==> src/rtl/core/ppsc_pkg.sv <==
package ppsc_pkg;

	localparam int CW    = 16;
	localparam int NFB   = 14;
	localparam int PW    = 3 * CW;
	localparam int RW    = 16;
	localparam int DW    = 18;
	localparam int EW    = CW + 1;
	localparam int CRW   = 2 * EW + 1;
	localparam int SW    = 2 * CRW;
	localparam int REMW  = CRW + 4;
	localparam int NUMW  = CRW + NFB;
	localparam int DREMW = CRW + 1;
	localparam int NW    = NFB + 2;
	localparam int ACCW  = CRW + 1;
	localparam int OFFW  = ACCW - NFB;
	localparam int DFW   = OFFW + 1;
	localparam int CNTW  = $clog2(NUMW + 2);
	localparam int ITW   = ((4 * CW + 7) / 8) * 8;
	localparam int OBW   = DW + 4;
	localparam int OTW   = ((OBW + 7) / 8) * 8;

	localparam logic [1:0] REG_A = 2'd0;
	localparam logic [1:0] REG_B = 2'd1;
	localparam logic [1:0] REG_C = 2'd2;

	localparam logic [1:0] SIDE_NEG = 2'd0;
	localparam logic [1:0] SIDE_ON  = 2'd1;
	localparam logic [1:0] SIDE_POS = 2'd2;

	typedef enum logic [7:0] {
		ST_IDLE  = 8'b0000_0001,
		ST_CROSS = 8'b0000_0010,
		ST_SQ    = 8'b0000_0100,
		ST_SQRT  = 8'b0000_1000,
		ST_DIV   = 8'b0001_0000,
		ST_OFF   = 8'b0010_0000,
		ST_DOT   = 8'b0100_0000,
		ST_FIN   = 8'b1000_0000
	} state_t;

	function automatic logic signed [CW-1:0] coord_of(input logic [PW-1:0] p,
			input logic [1:0] i);
		return p[i*CW +: CW];
	endfunction

endpackage

==> src/rtl/core/plane_point_side_classifier.sv <==
// Query path: an accepted query runs through ST_DOT, where one multiplier takes one coordinate
// product per cycle, the last held while a previous result waits; the result is registered there
// and m_tvalid rises from ST_FIN. After reset or any configuration write the first query first
// derives the plane: cross product, bit-serial squaring, square root and division, then the offset;
// division and offset are skipped when the plane is degenerate. New queries are taken only in ST_IDLE.
// Reset clears the plane points, the normal, the offset and the output valid flag, not the output data.
module plane_point_side_classifier (
	input  logic                          clk,
	input  logic                          arst_n,
	input  logic                          cfg_we,
	input  logic [1:0]                    cfg_index,
	input  logic [ppsc_pkg::PW-1:0]       cfg_data,
	input  logic                          s_tvalid,
	output logic                          s_tready,
	// point_x, point_y, point_z, sphere_radius
	input  logic [ppsc_pkg::ITW-1:0]      s_tdata,
	output logic                          m_tvalid,
	input  logic                          m_tready,
	// signed_distance, side, colliding, plane_degenerate, zero padding
	output logic [ppsc_pkg::OTW-1:0]      m_tdata
);
	import ppsc_pkg::*;

	state_t state_q;
	logic [PW-1:0] pa_q, pb_q, pc_q;
	logic signed [NW-1:0] nrm_q [3];
	logic signed [OFFW-1:0] off_q;
	logic rdy_q, degen_q;
	logic signed [CW-1:0] pt_q [3];
	logic [RW-1:0] rad_q;
	logic [CNTW-1:0] k_q;
	logic [1:0] ci_q;
	logic signed [ACCW-1:0] acc_q;
	logic [CRW-1:0] mg_q [3];
	logic [2:0] cs_q;
	logic [SW-1:0] sum_q, md_q, srad_q;
	logic [CRW-1:0] mr_q, root_q;
	logic [REMW-1:0] rem_q;
	logic [NUMW-1:0] num_q;
	logic [DREMW-1:0] drem_q;
	logic [NW-1:0] quo_q;
	logic mv_q;
	logic signed [DW-1:0] dist_q;
	logic [1:0] side_q;
	logic coll_q, odeg_q;

	logic signed [EW-1:0] e1 [3];
	logic signed [EW-1:0] e2 [3];
	logic signed [EW-1:0] ma, mb;
	logic signed [2*EW-1:0] prod;
	logic signed [ACCW-1:0] dot;
	logic signed [CRW-1:0] crv;
	logic [REMW-1:0] remn, trial;
	logic [DREMW-1:0] dn;
	logic signed [DFW-1:0] dfull;
	logic [DFW-1:0] dmag;

	always_comb begin
		for (int i = 0; i < 3; i++) begin
			e1[i] = EW'(coord_of(pa_q, 2'(i))) - EW'(coord_of(pb_q, 2'(i)));
			e2[i] = EW'(coord_of(pc_q, 2'(i))) - EW'(coord_of(pb_q, 2'(i)));
		end
	end

	always_comb begin
		ma = '0;
		mb = '0;
		unique case (state_q)
			ST_CROSS: begin
				unique case (k_q[2:0])
					3'd0: begin ma = e1[1]; mb = e2[2]; end
					3'd1: begin ma = e1[2]; mb = e2[1]; end
					3'd2: begin ma = e1[2]; mb = e2[0]; end
					3'd3: begin ma = e1[0]; mb = e2[2]; end
					3'd4: begin ma = e1[0]; mb = e2[1]; end
					default: begin ma = e1[1]; mb = e2[0]; end
				endcase
			end
			ST_OFF: begin
				ma = EW'(nrm_q[k_q[1:0]]);
				mb = EW'(coord_of(pa_q, k_q[1:0]));
			end
			ST_DOT: begin
				ma = EW'(nrm_q[k_q[1:0]]);
				mb = EW'(pt_q[k_q[1:0]]);
			end
			default: begin
				ma = '0;
				mb = '0;
			end
		endcase
	end

	assign prod  = ma * mb;
	assign dot   = acc_q + ACCW'(prod);
	assign crv   = CRW'(acc_q - ACCW'(prod));
	assign remn  = {rem_q[REMW-3:0], srad_q[SW-1:SW-2]};
	assign trial = REMW'({root_q, 2'b01});
	assign dn    = {drem_q[DREMW-2:0], num_q[NUMW-1]};
	assign dfull = DFW'(dot >>> NFB) - DFW'(off_q);
	assign dmag  = dfull[DFW-1] ? DFW'(-dfull) : DFW'(dfull);

	assign s_tready = (state_q == ST_IDLE);
	assign m_tvalid = mv_q;
	assign m_tdata  = OTW'({odeg_q, coll_q, side_q, dist_q});

	always_ff @(posedge clk or negedge arst_n) begin
		if (!arst_n) begin
			state_q <= ST_IDLE;
			pa_q <= '0;
			pb_q <= '0;
			pc_q <= '0;
			for (int i = 0; i < 3; i++) begin
				nrm_q[i] <= '0;
			end
			off_q <= '0;
			rdy_q <= 1'b0;
			degen_q <= 1'b0;
			mv_q <= 1'b0;
		end else begin
			if (mv_q && m_tready) begin
				mv_q <= 1'b0;
			end
			unique case (state_q)
				ST_IDLE: begin
					if (s_tvalid) begin
						pt_q[0] <= s_tdata[0 +: CW];
						pt_q[1] <= s_tdata[CW +: CW];
						pt_q[2] <= s_tdata[2*CW +: CW];
						rad_q <= s_tdata[3*CW +: RW];
						k_q <= '0;
						state_q <= rdy_q ? ST_DOT : ST_CROSS;
					end
				end
				ST_CROSS: begin
					if (!k_q[0]) begin
						acc_q <= ACCW'(prod);
					end else begin
						mg_q[k_q[2:1]] <= crv[CRW-1] ? CRW'(-crv) : CRW'(crv);
						cs_q[k_q[2:1]] <= crv[CRW-1];
					end
					if (k_q == CNTW'(5)) begin
						k_q <= '0;
						ci_q <= '0;
						sum_q <= '0;
						state_q <= ST_SQ;
					end else begin
						k_q <= k_q + 1'b1;
					end
				end
				ST_SQ: begin
					if (k_q == '0) begin
						md_q <= SW'(mg_q[ci_q]);
						mr_q <= mg_q[ci_q];
					end else begin
						if (mr_q[0]) begin
							sum_q <= sum_q + md_q;
						end
						md_q <= md_q << 1;
						mr_q <= mr_q >> 1;
					end
					if (k_q == CNTW'(CRW)) begin
						k_q <= '0;
						if (ci_q == 2'd2) begin
							state_q <= ST_SQRT;
						end else begin
							ci_q <= ci_q + 1'b1;
						end
					end else begin
						k_q <= k_q + 1'b1;
					end
				end
				ST_SQRT: begin
					if (k_q == '0) begin
						srad_q <= sum_q;
						rem_q <= '0;
						root_q <= '0;
						k_q <= k_q + 1'b1;
					end else if (k_q <= CNTW'(CRW)) begin
						if (remn >= trial) begin
							rem_q <= remn - trial;
							root_q <= {root_q[CRW-2:0], 1'b1};
						end else begin
							rem_q <= remn;
							root_q <= {root_q[CRW-2:0], 1'b0};
						end
						srad_q <= srad_q << 2;
						k_q <= k_q + 1'b1;
					end else begin
						k_q <= '0;
						ci_q <= '0;
						if (root_q == '0) begin
							for (int i = 0; i < 3; i++) begin
								nrm_q[i] <= '0;
							end
							off_q <= '0;
							degen_q <= 1'b1;
							rdy_q <= 1'b1;
							state_q <= ST_DOT;
						end else begin
							state_q <= ST_DIV;
						end
					end
				end
				ST_DIV: begin
					if (k_q == '0) begin
						num_q <= {mg_q[ci_q], NFB'(0)};
						drem_q <= '0;
						quo_q <= '0;
						k_q <= k_q + 1'b1;
					end else if (k_q <= CNTW'(NUMW)) begin
						if (dn >= {1'b0, root_q}) begin
							drem_q <= dn - {1'b0, root_q};
							quo_q <= {quo_q[NW-2:0], 1'b1};
						end else begin
							drem_q <= dn;
							quo_q <= {quo_q[NW-2:0], 1'b0};
						end
						num_q <= num_q << 1;
						k_q <= k_q + 1'b1;
					end else begin
						nrm_q[ci_q] <= cs_q[ci_q] ? -$signed(quo_q) : $signed(quo_q);
						k_q <= '0;
						if (ci_q == 2'd2) begin
							state_q <= ST_OFF;
						end else begin
							ci_q <= ci_q + 1'b1;
						end
					end
				end
				ST_OFF: begin
					acc_q <= (k_q == '0) ? ACCW'(prod) : dot;
					if (k_q == CNTW'(2)) begin
						off_q <= OFFW'(dot >>> NFB);
						degen_q <= 1'b0;
						rdy_q <= 1'b1;
						k_q <= '0;
						state_q <= ST_DOT;
					end else begin
						k_q <= k_q + 1'b1;
					end
				end
				ST_DOT: begin
					if (k_q != CNTW'(2)) begin
						acc_q <= (k_q == '0) ? ACCW'(prod) : dot;
						k_q <= k_q + 1'b1;
					end else if (!mv_q || m_tready) begin
						if (dfull > DFW'((1 <<< (DW - 1)) - 1)) begin
							dist_q <= DW'((1 <<< (DW - 1)) - 1);
						end else if (dfull < -DFW'(1 <<< (DW - 1))) begin
							dist_q <= DW'(-(1 <<< (DW - 1)));
						end else begin
							dist_q <= DW'(dfull);
						end
						if (dfull[DFW-1]) begin
							side_q <= SIDE_NEG;
						end else if (dfull == '0) begin
							side_q <= SIDE_ON;
						end else begin
							side_q <= SIDE_POS;
						end
						coll_q <= (dmag <= DFW'(rad_q));
						odeg_q <= degen_q;
						state_q <= ST_FIN;
					end
				end
				ST_FIN: begin
					mv_q <= 1'b1;
					state_q <= ST_IDLE;
				end
				default: begin
					state_q <= ST_IDLE;
				end
			endcase
			if (cfg_we) begin
				unique case (cfg_index)
					REG_A: begin pa_q <= cfg_data; rdy_q <= 1'b0; end
					REG_B: begin pb_q <= cfg_data; rdy_q <= 1'b0; end
					REG_C: begin pc_q <= cfg_data; rdy_q <= 1'b0; end
					default: begin end
				endcase
			end
		end
	end

endmodule

==> config.mk <==
export PLATFORM = sky130hd
export DESIGN_NAME = plane_point_side_classifier
export DESIGN_NICKNAME = d
export VERILOG_FILES = /design/src/rtl/core/ppsc_pkg.sv /design/src/rtl/core/plane_point_side_classifier.sv
export SDC_FILE = /design/constraint.sdc
export NUM_CORES = 2
export LEC_CHECK = 0
export ABC_CLOCK_PERIOD_IN_PS = 14600
export BUFFER_PORTS_ARGS = -buffer_cell sky130_fd_sc_hd__clkbuf_2
export CORE_MARGIN = 1
export CORE_UTILIZATION = 58
export DETAILED_ROUTE_END_ITERATION = 10
export PLACE_DENSITY = 0.81
export SLEW_MARGIN = 25
export SYNTH_ARGS = -nofsm -noshare
export SYNTH_HDL_FRONTEND = slang
export SYNTH_SLANG_ARGS = --single-unit
export TNS_END_PERCENT = 20
==> constraint.sdc <==
create_clock -name clk -period 14.6 [get_ports clk]
set_input_delay 0.73 -clock clk [delete_from_list [all_inputs] [get_ports clk]]
set_output_delay 0.73 -clock clk [all_outputs]
set_load 0.02 [all_outputs]
After elaboration in Yosys (flattened, before gate mapping)
Memories as Yosys holds them, arrays and structs flattened. A register that Yosys moved wholly into a read port is not among the register bits.
Cells that the tools add are included.
- bits in writable memories: 153
- output and inout bits: 26
- logic and storage cells: 257
- input port bits: 119
- flip-flop bits (word level): 726
- memories kept: 2
- eq/ne operators: 36
- bitwise logic cells: 3
- reduce and logical (&&, ||, !) cells: 43
- multiplexer cells: 108
- multiply operators: 1
- add/subtract/negate cells: 17
- shifts and indexed selects: 1
- $lt $le $gt $ge: 13
- memories (name ; depth ; bits a word ; rd ports ; clocked after memory_dff ; wr ports ; line ; RTL):
    mg_q ; 3 ; 35 ; 1 ; 1 ; 1 ; plane_point_side_classifier.sv:34 ; logic [CRW-1:0] mg_q [3];
    pt_q ; 3 ; 16 ; 1 ; 1 ; 3 ; plane_point_side_classifier.sv:29 ; logic signed [CW-1:0] pt_q [3];
- operator list (operator ; number):
    70-bit 2-to-1 mux ; 5
    48-bit 2-to-1 mux ; 5
    35-bit 2-to-1 mux ; 5
    70-bit case mux with 2 select lines ; 1
    36-bit 2-to-1 mux ; 3
    36-bit case mux with 3 select lines ; 1
    17-bit case mux with 2 select lines ; 3
    16-bit by 16-bit subtractor with 17-bit output ; 6
    49-bit 2-to-1 mux ; 2
    8-bit 2-to-1 mux ; 12
    48-bit case mux with 2 select lines ; 1
    22-bit 2-to-1 mux ; 4
    16-bit 2-to-1 mux ; 5
    37-bit 2-to-1 mux ; 2
    70-bit adder ; 1
    8-bit case mux with 7 select lines ; 1
    6-bit 2-to-1 mux ; 9
    17-bit case mux with 3 select lines ; 1
    48-bit bitwise mux ; 1
    48-bit by 7-bit indexed part select with 16-bit output ; 1
    22-bit case mux with 2 select lines ; 1
    6-bit case mux with 7 select lines ; 1
    39-bit by 37-bit greater-or-equal comparator with 1-bit output ; 1
    37-bit subtractor ; 1
    73 further kinds ; 149

Logic depth before layout (Yosys ltp)
- word-level depth: 11
- depth in mapped cells: 73
- mapped depth without buffers: 71

Least setup slack after synthesis
Ideal clock, no wire load.
- path kind: register to register
- start point: register pc_q[0]
- end point: register coll_q, data pin
- path buffers: 3
- stages on the path, launching flop included: 68
- arrival time: 13.636 ns
- period minus slack after synthesis: 13.769 ns
- required time: 14.466 ns
- library setup time: 0.134 ns
- path slack: 0.831 ns
- path through: dfrtp_1 > inv_1 > ha_1 > inv_1 > fa_1 > a21o_1 > a21oi_1 > o21ai_0 > a21oi_1 > o21ai_0 > a31oi_1 > o21ai_0 > a2111oi_0 > a21oi_1 > a21oi_1 > o32ai_1 > clkbuf_1 > nor2_1 > [... 32 more ...] > mux2_2 > inv_1 > buf_2 > nand2_1 > o21ai_0 > ha_1 > nor2b_1 > o21a_1 > o21a_1 > o21a_1 > o21ai_0 > nand2b_1 > a21oi_1 > o21ai_0 > a311oi_1 > nor2_1 > a211oi_1 > and4_1
- word-level cells in the longest chain between the ends: 9
- RTL lines (what ; line ; RTL):
    start: declaration ; plane_point_side_classifier.sv:25 ; logic [PW-1:0] pa_q, pb_q, pc_q;
    start signal: assignment ; plane_point_side_classifier.sv:112 ; pc_q <= '0;
    start signal: assignment ; plane_point_side_classifier.sv:279 ; REG_C: begin pc_q <= cfg_data; rdy_q <= 1'b0; end
    16-bit by 16-bit subtractor with 17-bit output * ; plane_point_side_classifier.sv:61 ; e2[i] = EW'(coord_of(pc_q, 2'(i))) - EW'(coord_of(pb_q, 2'(i)));
    17-bit case mux with 2 select lines * ; plane_point_side_classifier.sv:70 ; unique case (k_q[2:0])
    17-bit case mux with 3 select lines * ; plane_point_side_classifier.sv:68 ; unique case (state_q)
    17-bit by 17-bit multiplier with 34-bit output * ; plane_point_side_classifier.sv:94 ; assign prod = ma * mb;
    36-bit by 34-bit adder with 36-bit output * ; plane_point_side_classifier.sv:95 ; assign dot = acc_q + ACCW'(prod);
    22-bit by 22-bit subtractor with 23-bit output * ; plane_point_side_classifier.sv:100 ; assign dfull = DFW'(dot >>> NFB) - DFW'(off_q);
    23-bit negator ; plane_point_side_classifier.sv:101 ; assign dmag = dfull[DFW-1] ? DFW'(-dfull) : DFW'(dfull);
    23-bit 2-to-1 mux * ; plane_point_side_classifier.sv:101 ;
    23-bit by 16-bit less-or-equal comparator with 1-bit output * ; plane_point_side_classifier.sv:262 ; coll_q <= (dmag <= DFW'(rad_q));
    end signal: assignment ; plane_point_side_classifier.sv:262 ;
    end: declaration ; plane_point_side_classifier.sv:45 ; logic coll_q, odeg_q;
Every way passes the cells marked *; elsewhere a longest branch is shown, timed or not.
A chain may end at the register's enable or synchronous reset.

Worst setup path after layout
- start point: register pb_q[32]
- end point: register coll_q, data pin
- word-level cells in the longest chain between the ends: 9
- elaborated cells on any way between the ends: 12
- classes of those cells: 5 x add/sub; 1 x mul; 1 x order compare; 5 x mux
- RTL lines (what ; line ; RTL):
    start: declaration ; plane_point_side_classifier.sv:25 ;
    start signal: assignment ; plane_point_side_classifier.sv:111 ; pb_q <= '0;
    start signal: assignment ; plane_point_side_classifier.sv:278 ; REG_B: begin pb_q <= cfg_data; rdy_q <= 1'b0; end
    16-bit by 16-bit subtractor with 17-bit output, on equally long branches ; plane_point_side_classifier.sv:61, plane_point_side_classifier.sv:60 ;
    17-bit case mux with 2 select lines ; plane_point_side_classifier.sv:70 ;
    17-bit case mux with 3 select lines / 17-bit case mux with 2 select lines (equally long branches) ; plane_point_side_classifier.sv:68 ;
    17-bit by 17-bit multiplier with 34-bit output * ; plane_point_side_classifier.sv:94 ;
    36-bit by 34-bit adder with 36-bit output * ; plane_point_side_classifier.sv:95 ;
    22-bit by 22-bit subtractor with 23-bit output * ; plane_point_side_classifier.sv:100 ;
    23-bit negator ; plane_point_side_classifier.sv:101 ;
    23-bit 2-to-1 mux * ; plane_point_side_classifier.sv:101 ;
    23-bit by 16-bit less-or-equal comparator with 1-bit output * ; plane_point_side_classifier.sv:262 ;
Marked as above.

==> results by group <==
Timing
  • Clock Skew: 0.07526 ns
  • Final Cycle Share: 0.9560
  • Tightest Pin Transition: roughly 0.99 ns
  • Setup Viol. Count Final: 0
  • Setup TNS: 0 ns
  • Fin. max-slew vios: 0
  • Hold_ws: 0.1947 ns
  • Final Hold Viols: 0
  • Slew HR: 0.3312
  • Fin crit period: ~14 ns
  • Fmax: a little over 70 MHz

GRT
  • Vias in the first global route: between 40000 and 50000
  • Initial antenna violation count: 3
  • Pin count of the biggest net entering global routing: 98
  • Total global-route track usage: 0.3039
  • GR Overflow Total: 0
  • Global-route wire length before repair: 269.7 mm

Floorplan
  • Die Ht: 335.4 um
  • Initial Util: 0.5883
  • Core area: 109600 um^2
  • IO Pins: 145
  • Die Area: around 110000 um^2
  • Die X: 335.4 um
  • Rows: 121

Yosys
  • FFs w/ async S/R, synth: 0.2586
  • Synth cell types: between 100 and 150
  • Top-area cell type share of the netlist area: 0.2985
  • Synth Flop Type: edfxtp_1
  • Top cells by area, synth: edfxtp_1, fa_1, ha_1, dfrtp_1, inv_1
  • Number of synthesized register bits: 870
  • Mean Syn Cell Area: approximately 10 um^2
  • Seq/Total Area, Yosys: 0.3871
  • Yosys top cell by area: edfxtp_1
  • Mapped Cells: 6480
  • Synthesis Warnings: 0
  • Synthesized area: 64480 um^2
  • Number of flops mapped to enable cells by yosys: 641

Clock network
  • Clk sink count: 870
  • Root buf cell: clkbuf_16
  • Clock Path Buffers: 3
  • Clk slew on worst S/H paths: 0.06 ns
  • Worst-Skew Late Latency: a little over 0.7 ns
  • CTS buffer count: 92
  • H-tree levels: 3
  • CTS tree: built

Routing
  • Via density: 6.001
  • DRC Markers: 0
  • DR vias: 49454
  • Number of DRC markers in iteration 0: 4423
  • Wire per inst: 20.71 um
  • Remaining antenna violation count: 0
  • First-pass detailed-route iteration total: 7
  • Final wirelength: 170.7 mm

Critical path
  • Top cell by count, worst path: fa_1
  • Arrival time at the worst endpoint: ~15 ns
  • CP Class: flip-flop to flip-flop
  • Slowest cell on crit path: or4_1
  • Worst path max stage delay: 0.58 ns
  • Startpoint class of the critical path: flip-flop
  • CP Capture Type: flip-flop
  • Maximum fanout along the worst path: 4
  • Critical Path RT: 15.17 ns

Place
  • Placer congestion estimate: 0.9703
  • # port buffers: 142
  • Hpwl dp: 129.0 mm

Cells and area
  • Layout area overhead: 10.63%
  • Most common cell after layout, fill and taps aside: edfxtp_1
  • Share of layout cells above drive strength 1: 0.1211
  • Most frequent cells in the layout: edfxtp_1, nand2_1, inv_1, nor2_1, ha_1
  • NumNets Final: ~7600

Flow run
  • Max-cap viol count: 0

Status
  • Status: complete, no violations

Power
  • Overall power: 11.71 mW
  • Maximum VDD drop: 135.2 uV
  • Leak pwr: between 30 and 40 nW
  • Power Density: 164.1 nW/um^2

Worst hold path
  • Worst min path class: primary input to flip-flop
-- Yosys cell counts (all sizes together) (146+ instances only) --
cell,count
xnor2,263
a21oi,407
edfxtp,641
mux2i,150
clkbuf,192
o21ai,289
inv,643
fa,308
ha,449
a21o,242
mux2,146
dfrtp,224
nand2,638
nor2,593
-- cell families after synthesis --
kind of cell	synth area share
AO/OA/AOI/OAI	0.1419
XOR/XNOR	0.05146
adder cells (fa/ha/maj)	0.1827
buffers and inverters	0.05299
flip-flops	0.3871
multiplexers	0.04878
other	0.00005816
AND/OR/NAND/NOR	0.1349
-- power by group --
| group | switching, mW | internal [mW] | leakage, nW |
|---|---|---|---|
| registers | 0.132 | 3.09 | 8.67 |
| logic | 3.78 | 2.36 | 21.1 |
| clock network | 1.05 | 1.29 | 1.44 |
-- routing by layer --
layer | vias up | track usage | wire length (um)
met5 | - | 0 | 13
met4 | 2 | 0.1135 | 6509
met3 | 328 | 0.05157 | 13480
met2 | 1908 | 0.4879 | 78520
met1 | 24271 | 0.4133 | 72170
li1 | 22945 | - | -
-- final cells by class --
type,count,area [um^2]
multi-input cells,4725,36690
clock buffers,118,2472
repair buffers,352,2406
well taps,1476,1847
fillers,8609,38280
inverters,645,2425
clock inverters,51,525.5
diodes,4,10.01
flip-flops and latches,870,24960
-- per-stage QoR --
step | setup slack (ns) | util | area [um^2] | cells
floorplan | 0.8308 | - | 64480 | 6481
global placement | 0.3622 | 0.6164 | 67560 | 8043
detailed placement | 0.1517 | 0.6170 | 67630 | 8045
CTS | 0.1314 | 0.6445 | 70640 | 8215
global route | -0.1372 | 0.6507 | 71330 | 8239
finish | 0.6425 | 0.6508 | 71330 | 8241
-- state kept, by name, indices dropped and copies added (netlist names), 36 cells and up, named ones only --
name,cells
pt_q,48
rem_q,37
pa_q,48
srad_q,70
sum_q,70
mg_q,105
nrm_q,48
acc_q,36
pb_q,48
pc_q,48
md_q,70
-- critical path, delay by kind of cell, from the launching register on --
family	cells	cell delay [ns]
buffers and inverters	8	0.85
xor gates and xnor gates	2	0.48
DFF	1	0.41
AOI/OAI and AO/OA	24	4.22
and+or+nand+nor	16	2.69
adders and majority gates	12	4.94
muxes	1	0.27
-- worst paths after layout --
| check | from | to | slack (ns) | depth (start not counted) |
|---|---|---|---|---|
| min | s_tdata[2] | pt_q[0][2]$_DFFE_PP_ | 0.19 | 1 |
| min reg2reg | degen_q$_DFFE_PN0P_ | odeg_q$_DFFE_PP_ | 0.47 | 0 |
| min in group asynchronous | arst_n | off_q[0]$_DFFE_PN0P_ | 0.52 | 2 |
| max | pb_q[32]$_DFFE_PN0P_ | coll_q$_DFFE_PP_ | 0.64 | 63 |
| max reg2reg | pb_q[32]$_DFFE_PN0P_ | coll_q$_DFFE_PP_ | 0.64 | 63 |
| max in group asynchronous | arst_n | nrm_q[39]$_DFFE_PN0P_ | 12.05 | 4 |
-- timing repair --
action,4_1_cts,5_1_grt
resized for setup,0,117
endpoints found under the hold margin,25,0
setup endpoints to repair,0,1
hold buffers,1,0
buffers inserted,0,20
No activity file was read; power rests on OpenSTA's default activity.
